File: src/rtl/core/svm_pkg.sv
`default_nettype none

package svm_pkg;

	localparam int SAMPLE_WORDS = 65536;
	localparam int ADDR_W       = 16;
	localparam int DATA_W       = 16;
	localparam int LEN_W        = 17;
	localparam int GAIN_W       = 15;
	localparam int BUSY_W       = 8;

	localparam logic [GAIN_W-1:0] GAIN_RESET = 15'd28000;
	localparam logic signed [DATA_W-1:0] MIX_MAX = 16'sh7FFF;
	localparam logic signed [DATA_W-1:0] MIX_MIN = 16'sh8000;

	typedef enum logic [1:0] {
		FUNC_LOAD   = 2'd0,
		FUNC_START  = 2'd1,
		FUNC_RENDER = 2'd2
	} func_t;

	typedef enum logic [2:0] {
		ST_IDLE,
		ST_LOAD,
		ST_SCAN,
		ST_CLAIM,
		ST_RENDER,
		ST_DRAIN1,
		ST_DRAIN2,
		ST_DONE
	} state_t;

	typedef struct packed {
		logic capture;
		logic mem_wr;
		logic scan;
		logic claim;
		logic render;
		logic finish;
	} svm_cmd_t;

endpackage

`default_nettype wire

File: src/rtl/core/svm_ctrl.sv
`default_nettype none

module svm_ctrl #(
	parameter int VOICE_COUNT = 8,
	parameter int VIDX_W      = 3
) (
	input  wire logic              clk,
	input  wire logic              arst_n,
	input  wire logic              start,
	input  wire logic [1:0]        func,
	output svm_pkg::svm_cmd_t      cmd,
	output logic [VIDX_W-1:0]      idx,
	output logic                   busy
);

	svm_pkg::state_t state_q, state_d;
	logic [VIDX_W-1:0] idx_q, idx_d;
	logic last;

	assign last = (idx_q == VIDX_W'(VOICE_COUNT - 1));
	assign idx  = idx_q;
	assign busy = (state_q != svm_pkg::ST_IDLE);

	always_ff @(posedge clk or negedge arst_n) begin
		if (!arst_n) begin
			state_q <= svm_pkg::ST_IDLE;
			idx_q   <= '0;
		end else begin
			state_q <= state_d;
			idx_q   <= idx_d;
		end
	end

	always_comb begin
		state_d = state_q;
		idx_d   = idx_q;
		cmd     = '0;
		unique case (state_q)
			svm_pkg::ST_IDLE: begin
				idx_d = '0;
				if (start) begin
					cmd.capture = 1'b1;
					unique case (func)
						svm_pkg::FUNC_LOAD:   state_d = svm_pkg::ST_LOAD;
						svm_pkg::FUNC_START:  state_d = svm_pkg::ST_SCAN;
						svm_pkg::FUNC_RENDER: state_d = svm_pkg::ST_RENDER;
						default:              state_d = svm_pkg::ST_IDLE;
					endcase
				end
			end
			svm_pkg::ST_LOAD: begin
				cmd.mem_wr = 1'b1;
				state_d    = svm_pkg::ST_IDLE;
			end
			svm_pkg::ST_SCAN: begin
				cmd.scan = 1'b1;
				idx_d    = idx_q + 1'b1;
				if (last) begin
					state_d = svm_pkg::ST_CLAIM;
				end
			end
			svm_pkg::ST_CLAIM: begin
				cmd.claim = 1'b1;
				state_d   = svm_pkg::ST_IDLE;
			end
			svm_pkg::ST_RENDER: begin
				cmd.render = 1'b1;
				idx_d      = idx_q + 1'b1;
				if (last) begin
					state_d = svm_pkg::ST_DRAIN1;
				end
			end
			svm_pkg::ST_DRAIN1: state_d = svm_pkg::ST_DRAIN2;
			svm_pkg::ST_DRAIN2: state_d = svm_pkg::ST_DONE;
			svm_pkg::ST_DONE: begin
				cmd.finish = 1'b1;
				state_d    = svm_pkg::ST_IDLE;
			end
			default: state_d = svm_pkg::ST_IDLE;
		endcase
	end

endmodule

`default_nettype wire

File: config.mk
export PLATFORM = sky130hd
export DESIGN_NAME = svm_ctrl
export DESIGN_NICKNAME = d
export VERILOG_FILES = /design/src/rtl/core/svm_pkg.sv /design/src/rtl/core/svm_ctrl.sv
export SDC_FILE = /design/constraint.sdc
export NUM_CORES = 1
export LEC_CHECK = 0
export BUFFER_PORTS_ARGS = -buffer_cell sky130_fd_sc_hd__buf_2
export CAP_MARGIN = 20
export CORE_AREA = 3 3 40 42
export DETAILED_ROUTE_END_ITERATION = 16
export DIE_AREA = 0 0 43 45
export PLACE_DENSITY_LB_ADDON = 0.3
export SLEW_MARGIN = 20
export SYNTH_ARGS = -nofsm -noshare
export SYNTH_HDL_FRONTEND = slang
export SYNTH_SLANG_ARGS = --single-unit
File: constraint.sdc
create_clock -name clk -period 2.4 [get_ports clk]
set_input_delay 0.12 -clock clk [delete_from_list [all_inputs] [get_ports clk]]
set_output_delay 0.12 -clock clk [all_outputs]
set_load 0.02 [all_outputs]
== After elaboration in Yosys (flattened, before gate mapping) ==
Index checks and enable logic that the tools add are counted.

* ROM bits: 0
* RAM bits: 0
* Bits of input ports: 5
* Logic and storage cells: 36
* Bits in latches: 0
* Memories: 0
* Output and inout bits: 10
* Flip-flop bits (word level): 6

* Shift-type cells: 0
* $lt $le $gt $ge: 0
* Add/sub/neg operators: 1
* Equal/unequal tests: 13
* Reductions and logical operators: 7
* Divide/modulo/power cells: 0
* Bitwise logic cells: 0
* Muxes and demuxes: 13
* $mul: 0

{| class="wikitable"
|+ Operator list
! cell !! count
|-
| $pmux 3 s6 || 1
|-
| $eq 3x3->1 const B || 5
|-
| $mux 3 || 3
|-
| $pmux 3 s3 || 1
|-
| $mux 1 || 7
|-
| $eq 3x2->1 const B || 2
|-
| $ne 2x2->1 const B || 3
|-
| $pmux 3 s2 || 1
|-
| $add 3x1->3 const B || 1
|-
| $eq 3x1->1 const B || 1
|-
| $logic_not 3->1 || 1
|-
| $reduce_and 3->1 || 1
|-
| $reduce_bool 3->1 || 1
|-
| $reduce_or 3->1 || 1
|-
| $eq 2x1->1 const B || 1
|-
| $eq 2x2->1 const B || 1
|-
| $logic_not 2->1 || 1
|-
| $reduce_bool 2->1 || 1
|-
| $reduce_or 2->1 || 1
|}

== Depth between registers and ports, before layout ==
* Depth in word-level cells: 4
* Gate-level depth with buffers: 4
* Mapped depth without buffers: 4

== Worst setup path before layout ==
Ideal clock, no wire load.

* Kind: flip-flop to flip-flop
* Start point: register idx_q[0] (netlist: idx[0])
* End point: register idx_q[2] (netlist: idx[2])
* Period minus slack after synthesis: 1.365 ns
* Stages on the path, launching flop included: 5
* Path buffers: 0
* Path slack: 1.035 ns
* Data arrival time: 1.238 ns
* Data required time: 2.273 ns
* Library setup time: 0.127 ns
* Path through: dfrtp_1 > ha_1 > ha_1 > a32oi_1 > nand3_1

* Word-level cells in the longest chain between the ends: 2

{| class="wikitable"
|+ Ends and longest elaborated chain
! element !! RTL line !! source
|-
| start, declared || svm_ctrl.sv:17 || <nowiki>logic [VIDX_W-1:0] idx_q, idx_d;</nowiki>
|-
| start signal, assigned || svm_ctrl.sv:30 || <nowiki>idx_q <= idx_d;</nowiki>
|-
| $add 3x1->3 || svm_ctrl.sv:57, svm_ctrl.sv:68 ||
|-
| $pmux 3 s2 || svm_ctrl.sv:38 || <nowiki>unique case (state_q)</nowiki>
|}

No other way between the ends.
A chain may end at the register's enable or synchronous reset.

==> run_results.csv <==
group,metric,value,unit
route,wirelength,924,um
critical_path,timing.critical_path.from,"state_q[2]",
synthesis,yosys.area.top_type,"dfrtp_1",
timing,setup_viol_count_final,0,
pwr,seq_power_share,0.384,
synthesis,synth.top_cells.by_count,"nand3_1 (7), dfrtp_1 (6), nor2_1 (6), buf_2 (4)",
clock_network,clkSinkCount,6,
route,vias_per_cell,5.01,
clock_network,clock-root-buffer,"clkbuf_4",
synthesis,yosysMostFrequentCell,"nand3_1",
global_route,grt_use_total,0.106,
clock_network,numCtsBuffers,3,
cells_and_area,antenna_cells,0,
timing,layout_min_cycle_time,1.60,ns
critical_path,worstSetupStartpointType,"register",
floorplan,rows,13,
timing,fmax,0.624,GHz
route,post-route-drc-count,0,
clock_network,clk_pin_slew_worst_paths,0.05,ns
route,antenna_left,0,
route,drt_iter0_markers,4,
global_route,antenna_found_initial,0,
cells_and_area,fillers,132,
timing,timing.final.ws_setup,0.798,ns
timing,hold_ws,0.202,ns
synthesis,async_reset_ff_frac,1.00,
floorplan,chipHeight,45,um
place,dp_hpwl,634,um
floorplan,die_area,1940,um^2
synthesis,ys_ff_latch,6,
critical_path,setup.worst_path.class,"register to output port",
synthesis,syn_area,412,um^2
synthesis,synth_top_area_share,0.365,
floorplan,fp.dieW,43,um
cells_and_area,final_util,0.390,
global_route,grt_first_pass_wirelength,1550,um
clock_network,cts_buffer_depth,2,
timing,setup_tns,0,ns
synthesis,ys_seq_area_frac,0.365,
place,pre_cts_ws,1.06,ns
pwr,p_sw,319,uW
floorplan,io_pins,15,
place,gp_congestion,0.719,
timing,final-hold-violation-count,0,
clock_network,cts_max_level,1,
route,route.vias.total,386,
cells_and_area,drive_gt1_frac,0.306,
timing,worst_slew_pin_slew,0.501,ns
synthesis,yosys_most_used_dff,"dfrtp_1",
synthesis,ys_types,21,
critical_path,worstPathArrival,1.48,ns
global_route,grt_pass1_vias,344,
route,avgRoutedWirePerCell,12.0,um
place,portBuffers,14,
pwr,p_clk_frac,0.143,
hold_path,min_from,"func[1]",
pwr,combPwrFrac,0.473,
timing,rsz0062_at_grt,"no",
pwr,power,650,uW
clock_network,cts_hold_buf,1,
timing,drv_slew,0,
hold_path,holdCritPathClass,"input port to register",
cells_and_area,area.growth.synth_to_final,21.9,%
route,dr.pass1.iters,4,
timing,skew,0.00830,ns
floorplan,start_util,0.320,
synthesis,yosys_warnings,0,
flow_run,maxCapViolations,0,
timing,period_share,0.668,
critical_path,end_kind,"output port",
synthesis,ys_top_cells_by_area,"dfrtp_1 (36%), nand3_1 (8.5%), ha_1 (6.1%)",
pwr,p_int,331,uW
global_route,grt_max_degree,19,
clock_network,cts-resized-gates,0,
global_route,grt_overflow,0,
clock_network,cts_tree,"done",
timing,relSlewSlack,0.666,
pwr,p_leak,0.253,nW
clock_network,cts_setup_buffers,0,
critical_path,r2r-start,"idx[0]",
pwr,p_per_area,1290,nW/um^2
clock_network,clock_latency,0.24,ns
run_status,status,"complete, no violations",
synthesis,syn_nets,56,
floorplan,core_area,1280,um^2
synthesis,syn_inst,49,
critical_path,required,2.28,ns
cells_and_area,fin_nets,71,
critical_path,crit_fanout,17,
synthesis,syn_avg_cell_area,8.40,um^2
pwr,swShare,0.491,
pwr,vdd_drop_max,0.603,mV
synthesis,synth_edf_count,0,
through the flow:
| step | area [um^2] | cells |
|---|---|---|
| 6_report | 502 | 77 |
| 3_3_place_gp | 469 | 73 |
| 3_5_place_dp | 469 | 73 |
| 2_1_floorplan | 412 | 49 |
| 4_1_cts | 502 | 77 |
| 5_1_grt | 502 | 77 |
cells by family after synthesis:
group,Yosys count,share of synthesized area
and+or+nand+nor,27,0.359
buffers and inverters,6,0.0851
AOI/OAI and AO/OA,8,0.131
adders and majority gates,2,0.0608
DFF,6,0.365
layout by cell type, fill, tap and decap left out, drive strengths merged, types with 2 or more instances in the layout:
cell type  count
buf           14
nand3          7
nor2           7
dfrtp          6
nand2          3
nand3b         3
clkbuf         3
and2           2
a31oi          2
a32oi          2
a21oi          2
ha             2
per-layer routing:
metal  track usage  vias to the layer above  part of all wire
li1              -                      204                 -
met1         0.145                      169              0.48
met2         0.144                       11              0.42
met3        0.0319                        2             0.079
met4        0.0723                        0             0.015
met5             0                        -                 0
worst paths after layout:
kind / endpoint / slack [ns] / cells after the start
worst max register to register: idx[2] / 1.08 / 4
worst min-delay path: state_q[2] / 0.20 / 3
min in group asynchronous: idx[0] / 0.24 / 2
worst min register to register: idx[1] / 0.57 / 2
worst max-delay path: cmd[5] / 0.80 / 3
max in group asynchronous: idx[1] / 2.01 / 2
power by group through the flow:
| stage | Combinational (mW) | Sequential (mW) | Clock [mW] |
|---|---|---|---|
| 4_1_cts | 0.312 | 0.250 | 0.0985 |
| 3_3_place_gp | 0.309 | 0.249 | 0 |
| 3_5_place_dp | 0.309 | 0.252 | 0 |
| 6_report | 0.307 | 0.249 | 0.0927 |
| 5_1_grt | 0.343 | 0.268 | 0.102 |
| 2_1_floorplan | 0.311 | 0.185 | 0 |
final cells by class:
cell class	count	area [um^2]	share of cell area
clock buffer	3	22.5	0.0449
inverter	1	3.75	0.00748
multi-input combinational	37	226	0.451
sequential	6	150	0.299
tap	15	18.8	0.0374
timing repair buffer	15	80.1	0.160
flip-flops by register name (all words and copies together), names as in the netlist:
name,cells
idx,3
state_q,3
worst max-delay path, stage by stage (launching register included):
cell and delay [ns]:
dfrtp_1 0.55, or3_4 0.46, nor2_2 0.07, buf_2 0.16
No activity file was read; power rests on OpenSTA's default activity.
